**src/sv/alr_pkg.sv**
```systemverilog
// ============================================================================
// alr_pkg: shared types and constants for the ambient light lamp ramp
// Field widths, register indexes, divider widths and the divider interface.
// ============================================================================
package alr_pkg;

    localparam int SAMPLE_W     = 10;
    localparam int LEVEL_W      = 8;
    localparam int LEVEL_CFG_W  = 11;
    localparam int INTERVAL_W   = 16;
    localparam int CFG_DATA_W   = 16;
    localparam int CFG_INDEX_W  = 2;
    localparam int S_TDATA_W    = 16;
    localparam int M_TDATA_W    = 16;

    localparam int AVG_SAMPLES_DEFAULT = 8;

    localparam logic [LEVEL_CFG_W-1:0] DARK_RESET     = 11'd0;
    localparam logic [LEVEL_CFG_W-1:0] BRIGHT_RESET   = 11'd1024;
    localparam logic [INTERVAL_W-1:0]  INTERVAL_RESET = 16'd10;
    localparam logic [INTERVAL_W-1:0]  TICKS_MAX      = 16'hFFFF;

    localparam logic [LEVEL_CFG_W-1:0] FULL_SCALE = 11'd1024;
    localparam logic [LEVEL_W-1:0]     LEVEL_MAX  = 8'd255;

    // Register indexes on the configuration port
    localparam logic [CFG_INDEX_W-1:0] CFG_DARK     = 2'd0;
    localparam logic [CFG_INDEX_W-1:0] CFG_BRIGHT   = 2'd1;
    localparam logic [CFG_INDEX_W-1:0] CFG_INTERVAL = 2'd2;

    // Serial divider for the target: 18-bit dividend covers 255*1024, 11-bit divisor
    localparam int DIV_N_W   = 18;
    localparam int DIV_D_W   = 11;
    localparam int DIV_CNT_W = $clog2(DIV_N_W + 1);

    typedef struct packed {
        logic               start;
        logic [DIV_N_W-1:0] dividend;
        logic [DIV_D_W-1:0] divisor;
    } div_req_t;

    typedef struct packed {
        logic               done;
        logic [DIV_N_W-1:0] quotient;
    } div_rsp_t;

endpackage

```
**src/sv/ambient_light_lamp_ramp_top.sv**
```systemverilog
// ============================================================================
// ambient_light_lamp_ramp_top: lamp level that follows ambient light
// Moving average of sensor samples, threshold map and one-step slew limit.
// ============================================================================
// One input transaction is one millisecond tick with a 10-bit sensor sample;
// every tick returns exactly one output transaction with the lamp level after
// the tick and a flag that says whether the level stepped. The first tick
// after reset writes its sample into every entry of the averaging ring, one
// entry per cycle. A tick that arrives before the configured interval has
// passed skips the evaluation and goes straight to the output register. A
// tick that evaluates runs through these steps: the ring memory is read and
// rewritten, the mean sum / AVG_SAMPLES comes from a constant reciprocal
// multiply, the target is decided, then the one-bit-per-cycle divider works
// out 255*(A-D)/(B-D), and last the level steps and the output register is
// loaded. The division is skipped when ambient is at or below dark_level or
// bright_level is not above dark_level. A stalled output stream adds its
// stall cycles. Ticks are taken one at a time; the next tick is accepted
// while the previous result still waits in the output register.
// Write the configuration registers only while no tick is in flight.
// ============================================================================
module ambient_light_lamp_ramp_top
    import alr_pkg::*;
#(
    parameter int AVG_SAMPLES = AVG_SAMPLES_DEFAULT
)
(
    input  logic                   clk,
    input  logic                   rst_n,
    // configuration write port
    input  logic                   cfg_we,
    input  logic [CFG_INDEX_W-1:0] cfg_index,
    input  logic [CFG_DATA_W-1:0]  cfg_data,
    // sample stream
    input  logic                   s_tvalid,
    output logic                   s_tready,
    input  logic [S_TDATA_W-1:0]   s_tdata,   // [9:0] sensor_sample, [15:10] zero
    // level stream
    output logic                   m_tvalid,
    input  logic                   m_tready,
    output logic [M_TDATA_W-1:0]   m_tdata    // [7:0] lamp_level, [8] level_changed,
                                              // [15:9] zero
);

    localparam int IDX_W = (AVG_SAMPLES > 1) ? $clog2(AVG_SAMPLES) : 1;
    localparam int SUM_W = SAMPLE_W + $clog2(AVG_SAMPLES);
    localparam logic [IDX_W-1:0] IDX_LAST = IDX_W'(AVG_SAMPLES - 1);

    // floor(sum / AVG_SAMPLES) as (sum * ceil(2^k / AVG_SAMPLES)) >> k, exact for
    // every sum below 2^SUM_W when k = SUM_W + clog2(AVG_SAMPLES)
    localparam int MEAN_SHIFT = SUM_W + $clog2(AVG_SAMPLES);
    localparam int RECIP_W    = SUM_W + 1;
    localparam int PROD_W     = SUM_W + RECIP_W;
    localparam logic [RECIP_W-1:0] MEAN_RECIP =
        RECIP_W'(((1 << MEAN_SHIFT) + AVG_SAMPLES - 1) / AVG_SAMPLES);

    typedef enum logic [7:0] {
        S_IDLE = 8'b00000001,
        S_FILL = 8'b00000010,
        S_READ = 8'b00000100,
        S_MEAN = 8'b00001000,
        S_EVAL = 8'b00010000,
        S_DIVT = 8'b00100000,
        S_STEP = 8'b01000000,
        S_DONE = 8'b10000000
    } state_t;

    // ------------------------------------------------------------------
    // Configuration registers
    // ------------------------------------------------------------------
    logic [LEVEL_CFG_W-1:0] dark_reg;
    logic [LEVEL_CFG_W-1:0] bright_reg;
    logic [INTERVAL_W-1:0]  interval_reg;

    always_ff @(posedge clk or negedge rst_n)
    begin
        if (!rst_n)
        begin
            dark_reg     <= DARK_RESET;
            bright_reg   <= BRIGHT_RESET;
            interval_reg <= INTERVAL_RESET;
        end
        else if (cfg_we)
        begin
            unique case (cfg_index)
                CFG_DARK:     dark_reg     <= cfg_data[LEVEL_CFG_W-1:0];
                CFG_BRIGHT:   bright_reg   <= cfg_data[LEVEL_CFG_W-1:0];
                CFG_INTERVAL: interval_reg <= cfg_data[INTERVAL_W-1:0];
                default:      ;
            endcase
        end
    end

    // ------------------------------------------------------------------
    // State
    // ------------------------------------------------------------------
    state_t                state_reg, state_next;
    logic                  primed_reg, primed_next;
    logic [IDX_W-1:0]      ring_idx_reg, ring_idx_next;
    logic [SUM_W-1:0]      sum_reg, sum_next;
    logic [LEVEL_W-1:0]    level_reg, level_next;
    logic [INTERVAL_W-1:0] ticks_reg, ticks_next;
    logic                  changed_reg, changed_next;
    logic                  out_valid_reg, out_valid_next;
    logic [LEVEL_W-1:0]    out_level_reg, out_level_next;
    logic                  out_changed_reg, out_changed_next;

    // payload registers
    logic [SAMPLE_W-1:0]   sample_reg, sample_next;
    logic [LEVEL_W-1:0]    target_reg, target_next;
    logic [SAMPLE_W-1:0]   mean_reg, mean_next;

    // ring memory with a registered read
    logic [SAMPLE_W-1:0]   ring_mem [AVG_SAMPLES];
    logic [SAMPLE_W-1:0]   rd_data_reg;
    logic                  mem_we;
    logic                  mem_re;

    div_req_t              div_req;
    div_rsp_t              div_rsp;

    logic                  in_xact;
    logic                  out_xact;
    logic                  out_free;
    logic [INTERVAL_W-1:0] ticks_inc;
    logic [SUM_W-1:0]      sum_upd;
    logic [PROD_W-1:0]     mean_prod;
    logic [LEVEL_CFG_W-1:0] mean;
    logic [LEVEL_CFG_W-1:0] ambient;
    logic [LEVEL_CFG_W-1:0] amb_over_dark;
    logic [DIV_N_W-1:0]    target_num;
    logic [IDX_W-1:0]      idx_wrap;

    assign s_tready = (state_reg == S_IDLE);
    assign in_xact  = s_tvalid && s_tready;
    assign out_xact = out_valid_reg && m_tready;
    assign out_free = !out_valid_reg || m_tready;

    assign ticks_inc = (ticks_reg == TICKS_MAX) ? ticks_reg : ticks_reg + 1'b1;
    assign idx_wrap  = (ring_idx_reg == IDX_LAST) ? '0 : ring_idx_reg + 1'b1;

    // drop the oldest sample, add the new one
    assign sum_upd = sum_reg - SUM_W'(rd_data_reg) + SUM_W'(sample_reg);

    // constant reciprocal multiply of the registered sum
    assign mean_prod = PROD_W'(sum_reg) * PROD_W'(MEAN_RECIP);

    // mean fits in 10 bits; ambient = 1024 - mean lies in 1..1024
    assign mean          = {1'b0, mean_reg};
    assign ambient       = FULL_SCALE - mean;
    assign amb_over_dark = ambient - dark_reg;
    // 255 * x as (x << 8) - x
    assign target_num    = (DIV_N_W'(amb_over_dark) << LEVEL_W) - DIV_N_W'(amb_over_dark);

    // ------------------------------------------------------------------
    // Divider request: target once the mean is known and a ratio is needed
    // ------------------------------------------------------------------
    always_comb
    begin
        div_req.start    = 1'b0;
        div_req.dividend = target_num;
        div_req.divisor  = bright_reg - dark_reg;
        if ((state_reg == S_EVAL) &&
            (ambient > dark_reg) && (bright_reg > dark_reg))
        begin
            div_req.start = 1'b1;
        end
    end

    alr_div u_div
    (
        .clk   (clk),
        .rst_n (rst_n),
        .req   (div_req),
        .rsp   (div_rsp)
    );

    // ------------------------------------------------------------------
    // Sequencer
    // ------------------------------------------------------------------
    always_comb
    begin
        state_next       = state_reg;
        primed_next      = primed_reg;
        ring_idx_next    = ring_idx_reg;
        sum_next         = sum_reg;
        level_next       = level_reg;
        ticks_next       = ticks_reg;
        changed_next     = changed_reg;
        sample_next      = sample_reg;
        target_next      = target_reg;
        mean_next        = mean_reg;
        out_valid_next   = out_xact ? 1'b0 : out_valid_reg;
        out_level_next   = out_level_reg;
        out_changed_next = out_changed_reg;
        mem_we           = 1'b0;
        mem_re           = 1'b0;

        unique case (state_reg)
            S_IDLE:
            begin
                if (in_xact)
                begin
                    sample_next  = s_tdata[SAMPLE_W-1:0];
                    changed_next = 1'b0;
                    if (!primed_reg)
                    begin
                        // first tick: sweep the ring with this sample
                        ring_idx_next = '0;
                        sum_next      = '0;
                        state_next    = S_FILL;
                    end
                    else
                    begin
                        ticks_next = ticks_inc;
                        if (ticks_inc >= interval_reg)
                        begin
                            mem_re     = 1'b1;
                            state_next = S_READ;
                        end
                        else
                        begin
                            state_next = S_DONE;
                        end
                    end
                end
            end
            S_FILL:
            begin
                mem_we        = 1'b1;
                sum_next      = sum_reg + SUM_W'(sample_reg);
                ring_idx_next = idx_wrap;
                if (ring_idx_reg == IDX_LAST)
                begin
                    primed_next = 1'b1;
                    level_next  = '0;
                    ticks_next  = '0;
                    state_next  = S_DONE;
                end
            end
            S_READ:
            begin
                // oldest sample is in rd_data_reg; replace it
                mem_we        = 1'b1;
                sum_next      = sum_upd;
                ring_idx_next = idx_wrap;
                state_next    = S_MEAN;
            end
            S_MEAN:
            begin
                mean_next  = mean_prod[MEAN_SHIFT +: SAMPLE_W];
                state_next = S_EVAL;
            end
            S_EVAL:
            begin
                if (ambient <= dark_reg)
                begin
                    target_next = '0;
                    state_next  = S_STEP;
                end
                else if (bright_reg <= dark_reg)
                begin
                    target_next = LEVEL_MAX;
                    state_next  = S_STEP;
                end
                else
                begin
                    state_next = S_DIVT;
                end
            end
            S_DIVT:
            begin
                if (div_rsp.done)
                begin
                    target_next = (div_rsp.quotient > DIV_N_W'(LEVEL_MAX)) ?
                                  LEVEL_MAX : div_rsp.quotient[LEVEL_W-1:0];
                    state_next  = S_STEP;
                end
            end
            S_STEP:
            begin
                // move one step toward the target; restart the timer on a step
                if (target_reg != level_reg)
                begin
                    level_next   = (target_reg > level_reg) ? level_reg + 1'b1 :
                                                              level_reg - 1'b1;
                    ticks_next   = '0;
                    changed_next = 1'b1;
                end
                state_next = S_DONE;
            end
            S_DONE:
            begin
                // hold until the output register is free
                if (out_free)
                begin
                    out_valid_next   = 1'b1;
                    out_level_next   = level_reg;
                    out_changed_next = changed_reg;
                    state_next       = S_IDLE;
                end
            end
            default:
            begin
                state_next = S_IDLE;
            end
        endcase
    end

    always_ff @(posedge clk or negedge rst_n)
    begin
        if (!rst_n)
        begin
            state_reg     <= S_IDLE;
            primed_reg    <= 1'b0;
            ring_idx_reg  <= '0;
            sum_reg       <= '0;
            level_reg     <= '0;
            ticks_reg     <= '0;
            changed_reg   <= 1'b0;
            out_valid_reg <= 1'b0;
        end
        else
        begin
            state_reg     <= state_next;
            primed_reg    <= primed_next;
            ring_idx_reg  <= ring_idx_next;
            sum_reg       <= sum_next;
            level_reg     <= level_next;
            ticks_reg     <= ticks_next;
            changed_reg   <= changed_next;
            out_valid_reg <= out_valid_next;
        end
    end

    always_ff @(posedge clk)
    begin
        sample_reg      <= sample_next;
        target_reg      <= target_next;
        mean_reg        <= mean_next;
        out_level_reg   <= out_level_next;
        out_changed_reg <= out_changed_next;
    end

    // ring memory: one write and one registered read per cycle
    always_ff @(posedge clk)
    begin
        if (mem_we)
        begin
            ring_mem[ring_idx_reg] <= sample_reg;
        end
        if (mem_re)
        begin
            rd_data_reg <= ring_mem[ring_idx_reg];
        end
    end

    assign m_tvalid = out_valid_reg;
    assign m_tdata  = M_TDATA_W'({out_changed_reg, out_level_reg});

endmodule

```
**src/sv/alr_div.sv**
```systemverilog
// ============================================================================
// alr_div: serial restoring divider
// Produces one quotient bit per cycle; done pulses when the quotient is ready.
// ============================================================================
module alr_div
    import alr_pkg::*;
(
    input  logic     clk,
    input  logic     rst_n,
    input  div_req_t req,
    output div_rsp_t rsp
);

    logic [DIV_N_W-1:0]   dvd_reg;
    logic [DIV_D_W-1:0]   dsr_reg;
    logic [DIV_D_W-1:0]   rem_reg;
    logic [DIV_CNT_W-1:0] cnt_reg;
    logic                 done_reg;

    logic [DIV_D_W:0]     rem_sh;
    logic [DIV_D_W:0]     rem_diff;
    logic                 q_bit;

    assign rem_sh   = {rem_reg, dvd_reg[DIV_N_W-1]};
    assign rem_diff = rem_sh - {1'b0, dsr_reg};
    assign q_bit    = (rem_sh >= {1'b0, dsr_reg});

    always_ff @(posedge clk or negedge rst_n)
    begin
        if (!rst_n)
        begin
            cnt_reg  <= '0;
            done_reg <= 1'b0;
        end
        else if (req.start)
        begin
            cnt_reg  <= DIV_CNT_W'(DIV_N_W);
            done_reg <= 1'b0;
        end
        else if (cnt_reg != '0)
        begin
            cnt_reg  <= cnt_reg - 1'b1;
            done_reg <= (cnt_reg == DIV_CNT_W'(1));
        end
        else
        begin
            done_reg <= 1'b0;
        end
    end

    always_ff @(posedge clk)
    begin
        if (req.start)
        begin
            dvd_reg <= req.dividend;
            dsr_reg <= req.divisor;
            rem_reg <= '0;
        end
        else if (cnt_reg != '0)
        begin
            // shift in the next dividend bit, subtract when it fits
            rem_reg <= q_bit ? rem_diff[DIV_D_W-1:0] : rem_sh[DIV_D_W-1:0];
            dvd_reg <= {dvd_reg[DIV_N_W-2:0], q_bit};
        end
    end

    assign rsp.done     = done_reg;
    assign rsp.quotient = dvd_reg;

endmodule

```
**config.mk**
```make
export PLATFORM = sky130hd
export DESIGN_NAME = ambient_light_lamp_ramp_top
export DESIGN_NICKNAME = d
export VERILOG_FILES = /design/src/sv/alr_pkg.sv /design/src/sv/ambient_light_lamp_ramp_top.sv /design/src/sv/alr_div.sv
export SDC_FILE = /design/constraint.sdc
export NUM_CORES = 1
export LEC_CHECK = 0
export BUFFER_PORTS_ARGS = -buffer_cell sky130_fd_sc_hd__buf_4
export CAP_MARGIN = 20
export CORE_MARGIN = 2
export CORE_UTILIZATION = 55
export CTS_BUF_LIST = sky130_fd_sc_hd__clkbuf_16
export DETAILED_ROUTE_END_ITERATION = 6
export GPL_TIMING_DRIVEN = 0
export PLACE_DENSITY = 0.8
export SLEW_MARGIN = 20
export SYNTH_ARGS = -nofsm -noshare
export SYNTH_HDL_FRONTEND = slang
export SYNTH_HIERARCHICAL = 1
export SYNTH_SLANG_ARGS = --single-unit
```
**constraint.sdc**
```tcl
create_clock -name clk -period 5.1 [get_ports clk]
set_input_delay 0.51 -clock clk [delete_from_list [all_inputs] [get_ports clk]]
set_output_delay 0.51 -clock clk [all_outputs]
set_load 0.02 [all_outputs]
```
==> results by group, run 1 <==
Hold path
  – Worst hold path type: in2async

Synthesis
  – Yosys reg bits: 262
  – Post-Syn Area: 0.0150 sq mm
  – Avg Cell Area, Syn: 11.0 sq um
  – Post-synth EDFFs: 156
  – Sequential share of the synthesized area: 0.486
  – Syn Inst Count: 1,363
  – Synth warn: 6
  – Top FF cell, synth: edfxtp_1
  – Async SR Flop Fraction: 0.363
  – Post-synth cell types: 87

STA
  – Final Cycle Share: 0.942
  – Worst slew margin: 0.269
  – Period minus WS final: 4.80 ns
  – Max-slew violation count: 0
  – Final setup fails: 0
  – Hold Fails Final Rpt: 0
  – Maximum clock rate: 208 MHz
  – Final TNS setup: 0 ns
  – Worst-Margin Slew: 1.09 ns
  – Clk_skew: 0.0244 ns

Place
  – GPL Wtd Cong: 0.877
  – Area after DPL: 0.0158 sq mm
  – Number of port buffers: 43
  – HPWL Detailed: 23,900 um
  – Placed insts: 1,756

Critical path
  – WP data arrival: 5.10 ns
  – Worst setup SP type: register
  – R2R Setup Slk: 0.30 ns
  – Reg-to-reg endpoint: u_div/dvd_reg[17]
  – Critical path class: reg2reg
  – Critical Path End Type: register
  – Number of cells on the worst reg-to-reg path: 19
  – Crit Path Max Fanout: 8
  – Worst Path Required: 5.40 ns
  – Worst r2r src: mean_reg[2]

Final layout
  – Finished Core Util: 0.626
  – Max reg flops: 80
  – Filler cells: 2,063
  – Multi-input gate area: 0.00707 sq mm
  – Fin nets: 1,604
  – Leading cell types in the layout, fill and taps excluded: edfxtp_1, inv_1, nor2_1
  – Ant diodes: 0
  – P&R area growth vs syn: 12.3%
  – Storage cell area: 0.00729 sq mm
  – Layout cells sized above 1: 0.145
  – Commonest non-fill, non-tap cell in the layout: edfxtp_1
  – Final instance area: 0.0168 sq mm
  – Non-filler instance count after layout: 1,815

Clock tree
  – Clock tree buffer depth: 3
  – H-tree Lvls: 1
  – Clk slew on worst S/H paths: 0.06 ns
  – TritonCTS Buffers: 28
  – TritonCTS clock tree: yes
  – Root buffer cell: clkbuf_16
  – Clk_lat worst skew: 0.56 ns
  – Post-cts hold buffer count: 0
  – Clock Sinks: 262

Floorplanning
  – Die Ht: 169 um
  – I/O pin count: 57
  – Starting Density: 0.558
  – Die ar.: 0.0286 sq mm
  – Core area: 0.0269 sq mm
  – Die width: 169 um
  – Rows: 60

GRT
  – Gr usage total: 0.233
  – First-pass GRT wire length: 53,700 um
  – GRT overflow: 0
  – Initial antenna violation count: 0
  – Vias in the first global route: 10,800
  – Pin count of the biggest net entering global routing: 96

Route
  – Vias after detailed routing: 10,800
  – WL per Instance: 18.3 um
  – Detailed-route DRC error count: 0
  – Routed Antenna Nets: 0
  – Routed wire length: 33,200 um
  – Drt pass-1 iters: 7
  – Vias per inst: 5.98
  – Starting DRT DRC Count: 779

Pwr
  – Leak Pwr: 0.00713 uW
  – Pwr Total: 6930 uW
  – Maximum vdd drop: 0.000367 V
  – Power density cells: 412 mW/mm^2

Outcome
  – Status: finished, final reports clean

Job
  – Maxcap violations: 0
## power by group
part           switching [uW]  total [uW]  leakage (uW)  internal [uW]
registers                 171        2690       0.00273           2520
clock network             844        2000      0.000484           1160
logic                    1320        2240       0.00392            917
## routing by layer
| layer | track usage | vias to the layer above | share of wire |
|---|---|---|---|
| met3 | 0.0320 | 94 | 0.049 |
| li1 | - | 5142 | - |
| met1 | 0.289 | 5278 | 0.41 |
| met5 | 0 | - | 0 |
| met2 | 0.411 | 334 | 0.51 |
| met4 | 0.0974 | 0 | 0.037 |
## cell type report
type | count | share of cell area
plain buffers | 44 | 0.0131
inverters | 134 | 0.0302
clock buffers | 28 | 0.0416
multi-input cells | 929 | 0.420
repair buffers | 53 | 0.0241
flip-flops and latches | 262 | 0.433
clock inverters | 24 | 0.0129
well taps | 341 | 0.0253
## cells in the mapped netlist, types with 11 or more instances
cell      number  area [sq um]
a211oi_1      11          82.6
a21o_1        31           233
a21oi_1       52           260
a221oi_1      20           175
a22o_1        11          96.3
clkbuf_1      29           109
dfrtp_1       91          2280
dfxtp_1       11           220
edfxtp_1     156          4680
fa_1          15           300
ha_1          98          1230
inv_1        132           495
mux2_2        61           687
mux2i_1       11           110
nand2_1       83           312
nand2b_1      15          93.8
nand3_1       14          70.1
nand4_1       15          93.8
nor2_1       104           390
nor2b_1       12          75.1
nor3_1        32           160
o21a_1        21           158
o21ai_0       67           335
or3_1         13          81.3
xnor2_1       47           412
xor2_1        25           219
## metrics by stage
step,hold slack (ns),setup slack (ns)
finish,0.0349,0.297
global route,0.104,-0.0117
CTS,0.104,0.0658
detailed placement,0.453,-0.265
global placement,0.435,-0.769
floorplan,0.214,0.374
## timing repair
item,4_1_cts,5_1_grt
pin swaps,0,3
setup endpoints to repair,22,23
buffers inserted,0,6
resized for setup,5,7
## cells by family (layout without fill, tap and decap cells)
family                   Yosys count  after routing  share of synthesized area
buffers and inverters            178            283                     0.0485
multiplexers                      76             76                     0.0592
other                              1              7                   0.000250
flip-flops                       262            262                      0.486
adder cells (fa/ha/maj)          113            113                      0.102
AO/OA/AOI/OAI                    314            314                      0.145
AND/OR/NAND/NOR                  347            347                      0.116
XOR/XNOR                          72             72                     0.0421
## how the worst max path moves through the flow
stage	to	depth (start not counted)	slack, ns	start
3_5_place_dp	u_div/dvd_reg[17]	19	-0.27	mean_reg[2]
6_report	u_div/dvd_reg[17]	19	0.30	mean_reg[2]
3_3_place_gp	u_div/dvd_reg[1]	12	-0.77	mean_reg[2]
4_1_cts	u_div/dvd_reg[12]	15	0.07	mean_reg[3]
2_1_floorplan	u_div/dvd_reg[17]	19	0.37	mean_reg[2]
5_1_grt	u_div/dvd_reg[17]	19	-0.01	mean_reg[2]
## critical path, cell delays in order, from the launching register on
cell       delay, ns
edfxtp_1        0.47
nor3_4          0.23
xnor2_1         0.15
ha_1            0.25
clkbuf_1        0.19
o21ai_1         0.22
a21oi_1         0.09
o31a_1          0.30
o21a_1          0.21
o21ai_2         0.18
nor4b_1         0.36
a2111oi_2       0.09
ha_1            0.31
inv_1           0.09
o21bai_1        0.10
or3_1           0.47
nor3b_2         0.26
o211ai_1        0.14
xor2_1          0.16
mux2_2          0.27
No activity file was read; power rests on OpenSTA's default activity.
==> inputs of run 2 (changes only) <==
--- a/config.mk
+++ b/config.mk
@@ -13,6 +13,7 @@
 export DETAILED_ROUTE_END_ITERATION = 6
 export GPL_TIMING_DRIVEN = 0
 export PLACE_DENSITY = 0.8
+export RECOVER_POWER = 50
 export SLEW_MARGIN = 20
 export SYNTH_ARGS = -nofsm -noshare
 export SYNTH_HDL_FRONTEND = slang
==> constraint.sdc (replaced) <==
create_clock -name clk -period 5.1 [get_ports clk]
set_input_delay 0.51 -clock clk [delete_from_list [all_inputs] [get_ports clk]]
set_output_delay 0.51 -clock clk [all_outputs]
set_load 0.01 [all_outputs]
==> results by group, run 2 (synthesized netlist as in run 1, its figures left out) <==
Outcome
  – Status: finished, violations left
  – Failing checks: capacitance limit, slew limit

Floorplanning
  – Rows: 60 (unchanged)
  – Die Ht: 169 um (unchanged)
  – Die ar.: 0.0286 sq mm (unchanged)
  – Die width: 169 um (unchanged)
  – I/O pin count: 57 (unchanged)
  – Core area: 0.0269 sq mm (unchanged)
  – Starting Density: 0.558 (unchanged)

Place
  – GPL Wtd Cong: 0.877 (unchanged)
  – HPWL Detailed: 23,900 um (unchanged)
  – Area after DPL: 0.0158 sq mm (unchanged)
  – Number of port buffers: 43 (unchanged)

Critical path
  – Worst Path Required: 5.40 ns (about the same)
  – Worst r2r src: mean_reg[2]
  – Critical path class: reg2reg
  – Crit. Startpoint: mean_reg[2]
  – CP Capture Point: u_div/dvd_reg[17]
  – Worst setup SP type: register
  – R2R Setup Slk: 0.31 ns (about the same)
  – Number of cells on the worst reg-to-reg path: 19 (unchanged)
  – Reg-to-reg endpoint: u_div/dvd_reg[17]
  – Critical Path End Type: register
  – Crit Path Max Fanout: 8 (unchanged)
  – WP data arrival: 5.10 ns (about the same)

Route
  – Drt pass-1 iters: 7 (unchanged)
  – Routed wire length: 33,200 um (about the same)
  – Routed Antenna Nets: 0 (unchanged)
  – Starting DRT DRC Count: 808 (+3.7%)
  – Detailed-route DRC error count: 0 (unchanged)
  – Vias after detailed routing: 10,900 (+0.18%)
  – Vias per inst: 5.99 (+0.18%)
  – WL per Instance: 18.3 um (about the same)

Final layout
  – Storage cell area: 0.00729 sq mm (unchanged)
  – Ant diodes: 0 (unchanged)
  – Fin nets: 1,604 (unchanged)
  – P&R area growth vs syn: 12.0%
  – Layout cells sized above 1: 0.138 (-0.00746)
  – Multi-input gate area: 0.00707 sq mm (unchanged)
  – Leading cell types in the layout, fill and taps excluded: edfxtp_1, inv_1, nor2_1
  – Commonest non-fill, non-tap cell in the layout: edfxtp_1
  – Filler cells: 2,072 (+0.44%)
  – Final instance area: 0.0168 sq mm (-0.30%)
  – Finished Core Util: 0.624 (-0.00191)
  – Max reg flops: 80 (unchanged)

GRT
  – Gr usage total: 0.233 (unchanged)
  – First-pass GRT wire length: 53,700 um (unchanged)
  – Pin count of the biggest net entering global routing: 96 (unchanged)
  – GRT overflow: 0 (unchanged)
  – Vias in the first global route: 10,800 (unchanged)
  – Initial antenna violation count: 0 (unchanged)

STA
  – Max-slew violation count: 96 (+96)
  – Final Cycle Share: 0.940 (-0.00165)
  – Maximum clock rate: 209 MHz (+0.18%)
  – Hold WS: 0.147 ns (+0.112 ns)
  – Hold Fails Final Rpt: 0 (unchanged)
  – Worst-Margin Slew: 2.50 ns (+1.41 ns)
  – Clk_skew: 0.0238 ns (-0.000675 ns)
  – Final setup fails: 0 (unchanged)
  – Worst slew margin: -0.670 (-0.938)
  – Period minus WS final: 4.79 ns (-0.00841 ns)

Clock tree
  – TritonCTS Buffers: 28 (unchanged)
  – Clock tree buffer depth: 3 (unchanged)
  – TritonCTS clock tree: yes
  – Clock Sinks: 262 (unchanged)
  – Clk slew on worst S/H paths: 0.06 ns (about the same)
  – Clk_lat worst skew: 0.56 ns (about the same)
  – Root buffer cell: clkbuf_16
  – H-tree Lvls: 1 (unchanged)
  – Post-cts hold buffer count: 0 (unchanged)

Pwr
  – Leak Pwr: 0.00708 uW (-0.72%)
  – Power density cells: 411 mW/mm^2 (about the same)
  – Maximum vdd drop: 0.000366 V (-0.31%)

Job
  – Maxcap violations: 1 (+1)

Hold path
  – Worst hold path type: in2reg
run 2: cell count changes in the layout (fill, tap and decap cells not counted):
cell	delta
buf_4	-22
buf_6	-1
clkbuf_1	+11
clkbuf_2	+1
clkbuf_4	+11
clkinv_4	-1
clkinvlp_2	+1
run 2: cell type report:
cell class	instances	area share
Inverter	134	0.0300
Clock buffer	28	0.0418
Clock inverter	24	0.0130
Buffer	44	0.0131
Sequential cell	262	0.434
Timing Repair Buffer	53	0.0213
Multi-Input combinational cell	929	0.421
Tap cell	341	0.0254
run 2: through the flow:
stage	cells	power, uW	TNS [ns]	worst slack, ns
2_1_floorplan	1369	4300	0	0.374
3_3_place_gp	1753	4800	-15.10	-0.769
3_5_place_dp	1756	4900	-2.83	-0.265
4_1_cts	1808	6920	0	0.0658
5_1_grt	1815	7270	-0.0117	-0.0117
6_report	1815	6900	0	0.305
run 2: worst min-delay path by stage:
stage,from,end,cells past startpoint
finish,s_tdata[2],sample_reg[2],1
floorplan,rst_n,bright_reg[0],0
global route,s_tdata[7],sample_reg[7],1
global placement,changed_reg,out_changed_reg,0
detailed placement,changed_reg,out_changed_reg,0
CTS,s_tdata[2],sample_reg[2],1
run 2: metal layers:
metal	share of wire	vias up	global-route usage
met1	0.41	5304	0.289
li1	-	5141	-
met2	0.50	328	0.411
met3	0.047	94	0.0320
met5	0	-	0
met4	0.036	0	0.0974
run 2: repair_timing:
item / CTS / global route
setup buffers: 0 / 6
pin swaps: 0 / 3
resized for setup: 5 / 7
setup endpoints to repair: 22 / 23
run 2: power breakdown:
group          switching [uW]  internal [uW]
Sequential                171           2520
Clock                     845           1160
Combinational            1300            907
run 2: worst max-delay path: stages, from the launching register on:
cell	delay (ns)
edfxtp_1	0.47
nor3_4	0.23
xnor2_1	0.15
ha_1	0.25
clkbuf_1	0.19
o21ai_1	0.22
a21oi_1	0.08
o31a_1	0.30
o21a_1	0.21
o21ai_2	0.18
nor4b_1	0.36
a2111oi_2	0.09
ha_1	0.31
inv_1	0.09
o21bai_1	0.10
or3_1	0.47
nor3b_2	0.26
o211ai_1	0.14
xor2_1	0.16
mux2_2	0.27
